`config.mk`:
```
export PLATFORM = sky130hd
export DESIGN_NAME = mono_bitmap_color_expander_core_flat
export DESIGN_NICKNAME = d
export VERILOG_FILES = /design/src/sv/mbce_pkg.sv /design/src/sv/mbce_in_if.sv /design/src/sv/mbce_pix_if.sv /design/src/sv/mbce_cfg_if.sv /design/src/sv/mbce_front.sv /design/src/sv/mbce_queue.sv /design/src/sv/mbce_back.sv /design/src/sv/mono_bitmap_color_expander_core.sv /design/src/flat_wrapper.sv
export SDC_FILE = /design/constraint.sdc
export NUM_CORES = 1
export LEC_CHECK = 0
export BUFFER_PORTS_ARGS = -buffer_cell sky130_fd_sc_hd__buf_2
export CORE_MARGIN = 3
export CORE_UTILIZATION = 55
export DETAILED_ROUTE_END_ITERATION = 10
export PLACE_DENSITY_LB_ADDON = 0.05
export RECOVER_POWER = 50
export SYNTH_ARGS = -nofsm -noshare
export SYNTH_HDL_FRONTEND = slang
export SYNTH_HIERARCHICAL = 1
export SYNTH_SLANG_ARGS = --single-unit
```
`constraint.sdc`:
```
create_clock -name clk -period 4.6 [get_ports clk]
set_input_delay 0 -clock clk [delete_from_list [all_inputs] [get_ports clk]]
set_output_delay 0 -clock clk [all_outputs]
set_load 0.05 [all_outputs]
```
`src/sv/mbce_pkg.sv`:
```
// shared types, constants and register codes of the bitmap color expander
package mbce_pkg;

  localparam int MAX_WIDTH_DEF  = 255;
  localparam int MAX_HEIGHT_DEF = 255;

  localparam int COLOR_W = 16;
  localparam int ORG_W   = 9;
  localparam int DIM_W   = 8;
  localparam int COORD_W = 10;
  localparam int LIM_W   = 10;
  localparam int COL_W   = 5;
  localparam int ROW_W   = 8;
  localparam int BITS    = 8;
  localparam int BIT_IDX_W = 3;
  localparam int CFG_IDX_W = 3;

  localparam logic [COLOR_W-1:0] FG_RESET     = 16'h0000;
  localparam logic [COLOR_W-1:0] BG_RESET     = 16'hFFFF;
  localparam logic [DIM_W-1:0]   WIDTH_RESET  = 8'd8;
  localparam logic [DIM_W-1:0]   HEIGHT_RESET = 8'd8;

  typedef enum logic [CFG_IDX_W-1:0] {
    REG_FG_COLOR     = 3'd0,
    REG_BG_COLOR     = 3'd1,
    REG_ORIGIN_X     = 3'd2,
    REG_ORIGIN_Y     = 3'd3,
    REG_IMAGE_WIDTH  = 3'd4,
    REG_IMAGE_HEIGHT = 3'd5,
    REG_OPAQUE_MODE  = 3'd6
  } reg_idx_t;

  typedef struct packed {
    logic [COLOR_W-1:0] fg_color;
    logic [COLOR_W-1:0] bg_color;
    logic [ORG_W-1:0]   origin_x;
    logic [ORG_W-1:0]   origin_y;
    logic [DIM_W-1:0]   image_width;
    logic [DIM_W-1:0]   image_height;
    logic               opaque_mode;
  } cfg_t;

  typedef struct packed {
    logic [BITS-1:0]    mask;
    logic [BITS-1:0]    bits;
    logic [COORD_W-1:0] base_x;
    logic [COORD_W-1:0] y;
    logic               last_img;
  } job_t;

  typedef struct packed {
    logic full;
    logic empty;
  } q_stat_t;

endpackage

```
`src/sv/mbce_in_if.sv`:
```
// input channel carrying one bitmap byte per word
interface mbce_in_if import mbce_pkg::*; ();
  logic            valid;
  logic            ready;
  logic [BITS-1:0] bitmap_byte;

  modport source (output valid, output bitmap_byte, input ready);
  modport sink (input valid, input bitmap_byte, output ready);
endinterface

```
`src/sv/mbce_pix_if.sv`:
```
// output channel carrying one pixel per word
interface mbce_pix_if import mbce_pkg::*; ();
  logic               valid;
  logic               ready;
  logic [COLOR_W-1:0] pixel_color;
  logic [COORD_W-1:0] pixel_x;
  logic [COORD_W-1:0] pixel_y;
  logic               last_of_byte;
  logic               last_of_image;

  modport source (output valid, output pixel_color, output pixel_x, output pixel_y,
                  output last_of_byte, output last_of_image, input ready);
  modport sink (input valid, input pixel_color, input pixel_x, input pixel_y,
                input last_of_byte, input last_of_image, output ready);
endinterface

```
`src/sv/mbce_cfg_if.sv`:
```
// configuration write channel
interface mbce_cfg_if import mbce_pkg::*; ();
  logic                 valid;
  logic                 ready;
  logic [CFG_IDX_W-1:0] index;
  logic [COLOR_W-1:0]   data;

  modport source (output valid, output index, output data, input ready);
  modport sink (input valid, input index, input data, output ready);
endinterface

```
`src/sv/mbce_front.sv`:
```
// front end: byte position tracking and pixel mask classification
module mbce_front import mbce_pkg::*; #(
  parameter int MAX_WIDTH  = MAX_WIDTH_DEF,
  parameter int MAX_HEIGHT = MAX_HEIGHT_DEF
) (
  input  logic    clk,
  input  logic    rst,
  input  cfg_t    cfg,
  input  logic    in_valid,
  input  logic [BITS-1:0] in_byte,
  output logic    in_ready,
  input  q_stat_t q_stat,
  output logic    push,
  output job_t    push_job
);

  logic [COL_W-1:0] byte_column, byte_column_next;
  logic [ROW_W-1:0] row_index, row_index_next;
  logic [DIM_W-1:0] w_lim, h_lim;
  logic [5:0]       nbytes;
  logic             last_col, last_row, accept;
  logic [BITS-1:0]  cnt_mask;

  assign in_ready = !q_stat.full;
  assign accept   = in_valid && in_ready;

  always_comb begin
    if ({2'b0, cfg.image_width} > LIM_W'(MAX_WIDTH)) begin
      w_lim = DIM_W'(MAX_WIDTH);
    end else begin
      w_lim = cfg.image_width;
    end
    if ({2'b0, cfg.image_height} > LIM_W'(MAX_HEIGHT)) begin
      h_lim = DIM_W'(MAX_HEIGHT);
    end else begin
      h_lim = cfg.image_height;
    end
    if (h_lim == '0) begin
      h_lim = DIM_W'(1);
    end
    nbytes   = 6'(({1'b0, w_lim} + 9'd7) >> 3);
    last_col = (nbytes == '0) || (({1'b0, byte_column} + 6'd1) >= nbytes);
    last_row = (({1'b0, row_index} + 9'd1) >= {1'b0, h_lim});
    if (w_lim == '0) begin
      cnt_mask = '0;
    end else if (last_col && (w_lim[2:0] != 3'd0)) begin
      cnt_mask = 8'hFF >> (3'd0 - w_lim[2:0]);
    end else begin
      cnt_mask = 8'hFF;
    end
  end

  always_comb begin
    push_job.mask     = cnt_mask & (cfg.opaque_mode ? 8'hFF : in_byte);
    push_job.bits     = in_byte;
    push_job.base_x   = {1'b0, cfg.origin_x} + {2'b0, byte_column, 3'b000};
    push_job.y        = {1'b0, cfg.origin_y} + {2'b0, row_index};
    push_job.last_img = last_col && last_row;
    push              = accept && (push_job.mask != '0);
  end

  always_comb begin
    byte_column_next = byte_column;
    row_index_next   = row_index;
    if (accept) begin
      if (last_col) begin
        byte_column_next = '0;
        row_index_next   = last_row ? '0 : row_index + ROW_W'(1);
      end else begin
        byte_column_next = byte_column + COL_W'(1);
      end
    end
  end

  always_ff @(posedge clk) begin
    if (rst) begin
      byte_column <= '0;
      row_index   <= '0;
    end else begin
      byte_column <= byte_column_next;
      row_index   <= row_index_next;
    end
  end

endmodule

```
`src/sv/mbce_queue.sv`:
```
// two-entry queue of byte jobs between front and back
module mbce_queue import mbce_pkg::*; (
  input  logic    clk,
  input  logic    rst,
  input  logic    push,
  input  job_t    push_job,
  input  logic    pop,
  output job_t    head,
  output q_stat_t stat
);

  job_t       slots [2];
  logic       wr_ptr, rd_ptr;
  logic [1:0] count;

  assign stat.full  = (count == 2'd2);
  assign stat.empty = (count == 2'd0);
  assign head       = slots[rd_ptr];

  always_ff @(posedge clk) begin
    if (push) begin
      slots[wr_ptr] <= push_job;
    end
  end

  always_ff @(posedge clk) begin
    if (rst) begin
      wr_ptr <= 1'b0;
      rd_ptr <= 1'b0;
      count  <= '0;
    end else begin
      if (push) begin
        wr_ptr <= !wr_ptr;
      end
      if (pop) begin
        rd_ptr <= !rd_ptr;
      end
      count <= count + 2'(push) - 2'(pop);
    end
  end

endmodule

```
`src/sv/mbce_back.sv`:
```
// back end: walks the pixel mask of one byte, one pixel per cycle while the pixel port is not stalled
module mbce_back import mbce_pkg::*; (
  input  logic    clk,
  input  logic    rst,
  input  cfg_t    cfg,
  input  job_t    head,
  input  q_stat_t q_stat,
  output logic    pop,
  mbce_pix_if.source pix
);

  job_t               cur;
  logic               cur_valid;
  logic [BITS-1:0]    rest;
  logic [BIT_IDX_W-1:0] k;
  logic               slot_free, emit, load;

  always_comb begin
    k = '0;
    for (int i = BITS - 1; i >= 0; i--) begin
      if (cur.mask[i]) begin
        k = BIT_IDX_W'(i);
      end
    end
  end

  assign rest      = cur.mask & (cur.mask - BITS'(1));
  assign slot_free = !pix.valid || pix.ready;
  assign emit      = cur_valid && slot_free;
  assign load      = !q_stat.empty && (!cur_valid || (emit && (rest == '0)));
  assign pop       = load;

  always_ff @(posedge clk) begin
    if (load) begin
      cur <= head;
    end else if (emit) begin
      cur.mask <= rest;
    end
    if (emit) begin
      pix.pixel_color   <= cur.bits[k] ? cfg.fg_color : cfg.bg_color;
      pix.pixel_x       <= cur.base_x + COORD_W'(k);
      pix.pixel_y       <= cur.y;
      pix.last_of_byte  <= (rest == '0);
      pix.last_of_image <= (rest == '0) && cur.last_img;
    end
  end

  always_ff @(posedge clk) begin
    if (rst) begin
      cur_valid <= 1'b0;
      pix.valid <= 1'b0;
    end else begin
      if (load) begin
        cur_valid <= 1'b1;
      end else if (emit && (rest == '0)) begin
        cur_valid <= 1'b0;
      end
      if (emit) begin
        pix.valid <= 1'b1;
      end else if (pix.ready) begin
        pix.valid <= 1'b0;
      end
    end
  end

endmodule

```
`src/sv/mono_bitmap_color_expander_core.sv`:
```
// top level of the monochrome bitmap color expander
//
//   channel   dir  word contents
//   in_ch     in   bitmap_byte (8 bits, bit 0 leftmost)
//   pix_ch    out  pixel_color, pixel_x, pixel_y, last_of_byte, last_of_image
//   cfg_ch    in   index (3 bits), data (16 bits), always ready
//
// one byte is taken per cycle while the two-word job queue has room
// the pixel walker sends one pixel per cycle while the pixel port is not stalled;
// a byte yields 0 to 8 pixels; bytes that yield no pixel never enter the queue
// rst is synchronous: counters and queue clear, registers return to reset values
// a stalled pixel port fills the queue, then in_ch.ready drops
module mono_bitmap_color_expander_core import mbce_pkg::*; #(
  parameter int MAX_WIDTH  = MAX_WIDTH_DEF,
  parameter int MAX_HEIGHT = MAX_HEIGHT_DEF
) (
  input logic clk,
  input logic rst,
  mbce_in_if.sink    in_ch,
  mbce_pix_if.source pix_ch,
  mbce_cfg_if.sink   cfg_ch
);

  cfg_t    cfg;
  job_t    push_job, head;
  logic    push, pop;
  q_stat_t q_stat;

  assign cfg_ch.ready = 1'b1;

  always_ff @(posedge clk) begin
    if (rst) begin
      cfg.fg_color     <= FG_RESET;
      cfg.bg_color     <= BG_RESET;
      cfg.origin_x     <= '0;
      cfg.origin_y     <= '0;
      cfg.image_width  <= WIDTH_RESET;
      cfg.image_height <= HEIGHT_RESET;
      cfg.opaque_mode  <= 1'b1;
    end else if (cfg_ch.valid) begin
      case (reg_idx_t'(cfg_ch.index))
        REG_FG_COLOR:     cfg.fg_color     <= cfg_ch.data;
        REG_BG_COLOR:     cfg.bg_color     <= cfg_ch.data;
        REG_ORIGIN_X:     cfg.origin_x     <= cfg_ch.data[ORG_W-1:0];
        REG_ORIGIN_Y:     cfg.origin_y     <= cfg_ch.data[ORG_W-1:0];
        REG_IMAGE_WIDTH:  cfg.image_width  <= cfg_ch.data[DIM_W-1:0];
        REG_IMAGE_HEIGHT: cfg.image_height <= cfg_ch.data[DIM_W-1:0];
        REG_OPAQUE_MODE:  cfg.opaque_mode  <= cfg_ch.data[0];
        default: ;
      endcase
    end
  end

  mbce_front #(
    .MAX_WIDTH  (MAX_WIDTH),
    .MAX_HEIGHT (MAX_HEIGHT)
  ) u_front (
    .clk      (clk),
    .rst      (rst),
    .cfg      (cfg),
    .in_valid (in_ch.valid),
    .in_byte  (in_ch.bitmap_byte),
    .in_ready (in_ch.ready),
    .q_stat   (q_stat),
    .push     (push),
    .push_job (push_job)
  );

  mbce_queue u_queue (
    .clk      (clk),
    .rst      (rst),
    .push     (push),
    .push_job (push_job),
    .pop      (pop),
    .head     (head),
    .stat     (q_stat)
  );

  mbce_back u_back (
    .clk    (clk),
    .rst    (rst),
    .cfg    (cfg),
    .head   (head),
    .q_stat (q_stat),
    .pop    (pop),
    .pix    (pix_ch)
  );

  a_no_overflow: assert property (@(posedge clk) disable iff (rst)
    push |-> !q_stat.full)
    else $error("job queue written while full");

  a_no_underflow: assert property (@(posedge clk) disable iff (rst)
    pop |-> !q_stat.empty)
    else $error("job queue read while empty");

  a_image_end_closes_byte: assert property (@(posedge clk) disable iff (rst)
    (pix_ch.valid && pix_ch.last_of_image) |-> pix_ch.last_of_byte)
    else $error("image end flagged on a pixel that does not close its byte");

  a_quiet_after_reset: assert property (@(posedge clk)
    rst |=> !pix_ch.valid)
    else $error("pixel word valid right after reset");

endmodule

```
`src/flat_wrapper.sv`:
```
// flat-port wrapper written by rule: the top's interface ports become plain ports
module mono_bitmap_color_expander_core_flat import mbce_pkg::*;
#(
  parameter int MAX_WIDTH  = MAX_WIDTH_DEF,
  parameter int MAX_HEIGHT = MAX_HEIGHT_DEF
)
  (clk, rst, in_ch_valid, in_ch_bitmap_byte, in_ch_ready, pix_ch_valid, pix_ch_pixel_color, pix_ch_pixel_x, pix_ch_pixel_y, pix_ch_last_of_byte, pix_ch_last_of_image, pix_ch_ready, cfg_ch_valid, cfg_ch_index, cfg_ch_data, cfg_ch_ready);
  mbce_in_if in_ch_i ();
  mbce_pix_if pix_ch_i ();
  mbce_cfg_if cfg_ch_i ();
  input logic clk;
  input logic rst;
  input wire logic [$bits(in_ch_i.valid)-1:0] in_ch_valid;
  input wire logic [$bits(in_ch_i.bitmap_byte)-1:0] in_ch_bitmap_byte;
  output wire logic [$bits(in_ch_i.ready)-1:0] in_ch_ready;
  output wire logic [$bits(pix_ch_i.valid)-1:0] pix_ch_valid;
  output wire logic [$bits(pix_ch_i.pixel_color)-1:0] pix_ch_pixel_color;
  output wire logic [$bits(pix_ch_i.pixel_x)-1:0] pix_ch_pixel_x;
  output wire logic [$bits(pix_ch_i.pixel_y)-1:0] pix_ch_pixel_y;
  output wire logic [$bits(pix_ch_i.last_of_byte)-1:0] pix_ch_last_of_byte;
  output wire logic [$bits(pix_ch_i.last_of_image)-1:0] pix_ch_last_of_image;
  input wire logic [$bits(pix_ch_i.ready)-1:0] pix_ch_ready;
  input wire logic [$bits(cfg_ch_i.valid)-1:0] cfg_ch_valid;
  input wire logic [$bits(cfg_ch_i.index)-1:0] cfg_ch_index;
  input wire logic [$bits(cfg_ch_i.data)-1:0] cfg_ch_data;
  output wire logic [$bits(cfg_ch_i.ready)-1:0] cfg_ch_ready;
  assign in_ch_i.valid = in_ch_valid;
  assign in_ch_i.bitmap_byte = in_ch_bitmap_byte;
  assign in_ch_ready = in_ch_i.ready;
  assign pix_ch_valid = pix_ch_i.valid;
  assign pix_ch_pixel_color = pix_ch_i.pixel_color;
  assign pix_ch_pixel_x = pix_ch_i.pixel_x;
  assign pix_ch_pixel_y = pix_ch_i.pixel_y;
  assign pix_ch_last_of_byte = pix_ch_i.last_of_byte;
  assign pix_ch_last_of_image = pix_ch_i.last_of_image;
  assign pix_ch_i.ready = pix_ch_ready;
  assign cfg_ch_i.valid = cfg_ch_valid;
  assign cfg_ch_i.index = cfg_ch_index;
  assign cfg_ch_i.data = cfg_ch_data;
  assign cfg_ch_ready = cfg_ch_i.ready;
  mono_bitmap_color_expander_core #(.MAX_WIDTH(MAX_WIDTH), .MAX_HEIGHT(MAX_HEIGHT)) u_core (.clk(clk), .rst(rst), .in_ch(in_ch_i), .pix_ch(pix_ch_i), .cfg_ch(cfg_ch_i));
endmodule
```
---- Word-level counts from Yosys, hierarchy flattened ----
Memories as Yosys holds them, arrays and structs flattened. A register that Yosys moved wholly into a read port is not among the register bits.
Index checks and enable logic that the tools add are counted.
word-level totals
  memories kept ........................... 1
  flip-flop bits (word level) ............. 161
  output and inout bits ................... 41
  logic and storage cells ................. 113
  memory bits (writable) .................. 74
  input port bits ......................... 32
operators by class
  reductions and logical operators ........ 36
  multiplexer cells ....................... 27
  equal/unequal tests ..................... 7
  $add $sub $neg .......................... 12
  bitwise operators ....................... 2
  shifts and indexed selects .............. 1
  order comparisons ....................... 3
memory list
  memory                words  bits a word  read ports  clocked after memory_dff  wr ports  RTL line          RTL
  u_core.u_queue.slots  2      37           1           1                         1         mbce_queue.sv:12  job_t slots [2];
operators with widths
  kind                 count
  $mux 8               7
  $logic_not 8->1      3
  $mux 3               8
  $add 9x8->10         2
  $and 8x8->8          2
  $mux 16              1
  $reduce_and 2->1     8
  $add 10x3->10        1
  $add 8x1->9 const B  1
  $add 8x3->9 const B  1
  $eq 3x3->1 const B   3
  $ge 9x8->1           1
  $mux 1               9
  $add 8x1->8 const B  1
  $logic_and 1x1->1    8
  $reduce_bool 8->1    1
  $shr 8x3->8 const A  1
  $sub 8x1->8 const B  1
  $add 5x1->6 const B  1
  $eq 3x2->1 const B   2
  $ge 6x6->1           1
  $logic_not 1->1      6
  $logic_not 6->1      1
  $reduce_bool 2->1    3
  other kinds (13)     15

---- Depth between registers and ports, before layout ----
  word-level depth ........................ 11
  gate-level depth with buffers ........... 17
  depth with buffers taken out ............ 17

---- Modules after synthesis ----
The synthesis kept the hierarchy.
by module, submodules not included
  module                           sequential area each (µm²)  times used  cells each  area each (µm²)
  mbce_back                        2292.2                      1           188         3150.5
  mbce_queue                       2322.2                      1           136         3039.2
  mono_bitmap_color_expander_core  1341.3                      1           262         2732.6
  mbce_front                       260.2                       1           260         2026.9

---- Worst setup path before layout ----
No wires, ideal clock.
  path type ............................... reg-to-reg
  start point ............................. register u_core/cfg[9] (netlist name)
  end point ............................... memory u_core/u_queue/slots[0][0] (netlist bit), enable pin
  library setup time ...................... 0.436 ns
  clock period less this slack ............ 5.032 ns
  cell stages (with the launch flop) ...... 15
  setup slack ............................. -0.432 ns
  arrival ................................. 4.597 ns
  required time ........................... 4.164 ns
  buffers on the path ..................... 0
  path through ............................ dfxtp_1 inv_1 ha_1 nor2b_1 nor3_1 nor2_1 ha_1 a211oi_1 o21ai_0 a31oi_4 nor3_2 a211oi_1 nor3_1 a31oi_1 nor2b_1
RTL lines
  item              RTL line
  end: declaration  mbce_queue.sv:12

==> qor.tcl <==
set qor(clkSlewWorstSetupHoldPaths_ns) 0.06
set qor(grt_pass1_vias) 6541
set qor(numPortBuffers) 71
set qor(r2r-start) {u_core/cfg[9]}
set qor(grt_antenna_before_repair) 0
set qor(hold_depth) 4
set qor(ys.flop_type) {sky130_fd_sc_hd__edfxtp_1}
set qor(hold_viol) 0
set qor(total_leakage_power_nw) 4.74
set qor(num_io_pins) 73
set qor(first_iter_violations) 356
set qor(design.core.area_um2) 19100
set qor(critical_path_required_ns) 4.81
set qor(max_freq_ghz) 0.240
set qor(gr-total-overflow) 0
set qor(clock_skew_ns) 0.00767
set qor(netlist_instances) 846
set qor(synth.yosys.seq_area_share) 0.568
set qor(cts_tree) {yes}
set qor(rr_worst_depth) 15
set qor(source_of_the_critical_timing_path) {u_core/cfg[9]}
set qor(crit_path_end_kind) {register}
set qor(postSynthNetCount) 920
set qor(ctsHtreeMaxLevel) 1
set qor(synthSimpleGateAreaFrac) 0.123
set qor(synth.ff_latch_count) 236
set qor(final_period_minus_worst_setup_slack_ns) 4.17
set qor(final_nets) 1007
set qor(floorplan.die.width_um) 147
set qor(detail_route.vias_per_cell) 5.34
set qor(die_area_um2) 21600
set qor(crit_cells) 15
set qor(netlist-cell-type-count) 72
set qor(grt_start_max_net_pins) 70
set qor(wirelength_mm) 20.5
set qor(cell_by_cell_listing_of_the_critical_path) {inv_1 > ha_1 > nor2b_1 > nor3_1 > nor2_1 > ha_1 > a211oi_1 > o21ai_0 > a31oi_4 > nor2_2 > a211oi_1 > nor3_1 > a31oi_1 > nor2b_4 > buf_12}
set qor(layout-area-overhead-vs-synth_pct) 13.1
set qor(power.net_switching_mw) 2.37
set qor(start_util) 0.572
set qor(antenna-diode-count) 0
set qor(cts.path.max_buffers) 3
set qor(crit_slowest_cell) {sky130_fd_sc_hd__dfxtp_1}
set qor(finalCoreUtilization) 0.647
set qor(total_vias_in_the_final_route) 6477
set qor(drt_first_pass_iters) 5
set qor(part_of_the_total_power_dissipated_in_combinational_logic) 0.285
set qor(critPathLaunchType) {register}
set qor(drive_above_1_share) 0.127
set qor(most_common_cell_after_layout_fill_and_taps_aside) {sky130_fd_sc_hd__edfxtp_1}
set qor(routabilityCongestion) 0.838
set qor(synth_mux_area_frac) 0.129
set qor(internal-power_mw) 4.94
set qor(cap_violations) 3
set qor(worst_path_largest_cell_delay_ns) 0.42
set qor(critical_path_arrival_ns) 4.38
set qor(mostFrequentLayoutCells) {149 x sky130_fd_sc_hd__edfxtp_1, 87 x sky130_fd_sc_hd__dfxtp_1, 79 x sky130_fd_sc_hd__nor2_1}
set qor(mappedNetlistArea_um2) 10900
set qor(drc) 0
set qor(failed_checks) {capacitance limit, slew limit}
set qor(min_from) {cfg_ch_index[2]}
set qor(worstPathMaxFanout) 37
set qor(timing.max_slew.rel_slack) -0.655
set qor(post_synthesis_share_of_cell_area_spent_on_full_adders_half_adders_and_majority_gates) 0.0510
set qor(rows) 50
set qor(post-route-period-util) 0.907
set qor(worst_path_dominant_cell_family) {compound AO/OA/AOI/OAI gates}
set qor(xor_and_xnor_fraction_of_the_mapped_netlist_area) 0.0269
set qor(post_synth.cell_area_avg_um2) 12.9
set qor(unrepaired_setup_endpoints_after_global_routing) {false}
set qor(route.antenna.remaining_nets) 0
set qor(holdCritPathClass) {input pin to register}
set qor(synthesis.yosys.warnings) 6
set qor(drt-wirelength-per-cell_um) 16.9
set qor(slew_violations) 161
set qor(critical_path.n_buffers_inverters) 2
set qor(power.switching_fraction) 0.324
set qor(pwr-share-clk) 0.286
set qor(hpwl_mm) 14.0
set qor(setup_viol) 0
set qor(ir_drop_v) 0.000382
set qor(die-height_um) 147
set qor(clk_root_buffer_cell) {sky130_fd_sc_hd__clkbuf_16}
set qor(path_class) {register to register}
set qor(ys_async_sr_fraction) 0
set qor(post_cts_resize_count) 0
set qor(cts-buffers-inserted) 25
set qor(run_status) {complete, but fails checks}
set qor(fraction_of_the_mapped_netlist_area_in_compound_gates) 0.0616
set qor(synth_top_family_by_area) {multiplexers}
set qor(power_frac_seq) 0.430
set qor(clock_network_latency_to_the_later_pin_of_the_worst_skew_pair_ns) 0.52
set qor(setup_total_negative_slack_ns) 0
set qor(global_route_wire_length_before_repair_mm) 33.2
set qor(synth_edf_count) 149
set qor(clock_sink_count) 236
set qor(cts_setup_buffers) 0
set qor(power_density_nw_per_um2) 590
set qor(global_route.usage.total) 0.188
set qor(worst_pin_slew_ns) 2.48
==> power by group through the flow <==
stage	sequential, mW	clock (mW)	combinational (mW)
after global placement	3.17	0	2.15
after global routing	3.19	2.22	2.25
after CTS	3.15	2.13	2.22
after detailed placement	3.18	0	2.20
after floorplan	3.58	0	1.39
final	3.14	2.09	2.08
==> synth_stat cells (9+ instances only) <==
master                     instances  area share
sky130_fd_sc_hd__nor2b_1          16      0.0091
sky130_fd_sc_hd__mux2_4           31       0.043
sky130_fd_sc_hd__inv_1            32       0.011
sky130_fd_sc_hd__dfxtp_1          87        0.16
sky130_fd_sc_hd__nor3_1            9      0.0041
sky130_fd_sc_hd__xor2_1           10      0.0080
sky130_fd_sc_hd__a21oi_1          22       0.010
sky130_fd_sc_hd__clkbuf_1         13      0.0045
sky130_fd_sc_hd__edfxtp_1        149        0.41
sky130_fd_sc_hd__nand2b_1         69       0.039
sky130_fd_sc_hd__buf_4            13      0.0089
sky130_fd_sc_hd__o21ai_0          17      0.0078
sky130_fd_sc_hd__nand3_1          11      0.0050
sky130_fd_sc_hd__nand2_1          16      0.0055
sky130_fd_sc_hd__ha_1             39       0.045
sky130_fd_sc_hd__xnor2_1          21       0.017
sky130_fd_sc_hd__mux2i_1          69       0.063
sky130_fd_sc_hd__mux2_2           23       0.024
sky130_fd_sc_hd__nor2_1           79       0.027
==> metrics by stage <==
stage	hold slack (ns)	cell area, um^2	setup WS (ns)	instances	total power [mW]
after global placement	0.233	11400	0.625	1139	5.32
final	0.0589	12400	0.429	1212	7.31
after global routing	0.0726	12400	0.165	1212	7.65
after detailed placement	0.228	11400	0.445	1139	5.38
after floorplan	0.0691	11000	0.255	846	4.97
after CTS	0.0400	12600	0.445	1212	7.50
==> worst register-to-register path: cells and delay by family (launching register included) <==
family	cells	cell delay (ns)
fa+ha+maj	2	0.50
flops	1	0.42
simple gates	6	1.11
buf+inv	2	0.32
compound gates	5	1.47
==> logic make-up (layout without fill, tap and decap cells) <==
| family | count (synthesis) | after routing |
|---|---|---|
| mux | 123 | 123 |
| xor+xnor | 32 | 32 |
| simple gates | 239 | 239 |
| compound gates | 96 | 96 |
| fa+ha+maj | 43 | 43 |
| other cells | 1 | 1 |
| flops | 236 | 236 |
| buf+inv | 76 | 182 |
==> routing by layer <==
metal  global-route usage  share of wire  wire [um]
met5                    0              0          0
met1                0.246           0.45       9240
met4               0.0503          0.025        503
met2                0.330           0.49      10000
met3               0.0278          0.035        726
==> path summary, 6_finish.rpt <==
check | slack [ns] | to
worst max register to register | 0.43 | u_core/u_queue/slots[0][20]
worst min register to register | 0.42 | u_core/u_back/pix.pixel_y[9]
worst min-delay path | 0.06 | u_core/cfg[61]
worst max-delay path | 0.43 | u_core/u_queue/slots[0][20]
==> what timing repair did <==
item | in CTS | in global routing
setup endpoints to repair | 0 | 0
endpoints found under the hold margin | 90 | 0
hold buffers | 27 | 0
==> cell type report <==
cell class / count / area [um^2]
Clock inverter: 19 / 238
Tap cell: 260 / 325
Fill cell: 1462 / 6760
Sequential cell: 236 / 6220
Inverter: 32 / 120
Multi-Input combinational cell: 534 / 4220
Clock buffer: 27 / 633
Timing Repair Buffer: 104 / 627
==> sequential cells by signal (all words and copies together), names as in the netlist, named ones only <==
name,flops
u_core/cfg,67
u_core/u_back/cur_valid,1
u_core/u_front/byte_column,5
u_core/u_back/pix.last_of_image,1
u_core/u_queue/count,2
u_core/u_back/pix.pixel_color,16
u_core/u_back/pix.valid,1
u_core/u_back/pix.last_of_byte,1
u_core/u_queue/slots,74
u_core/u_back/pix.pixel_x,10
u_core/u_back/pix.pixel_y,10
u_core/u_front/row_index,8
u_core/u_queue/rd_ptr,1
u_core/u_back/cur,37
u_core/u_queue/wr_ptr,1
(Power assumes the default switching activity.)
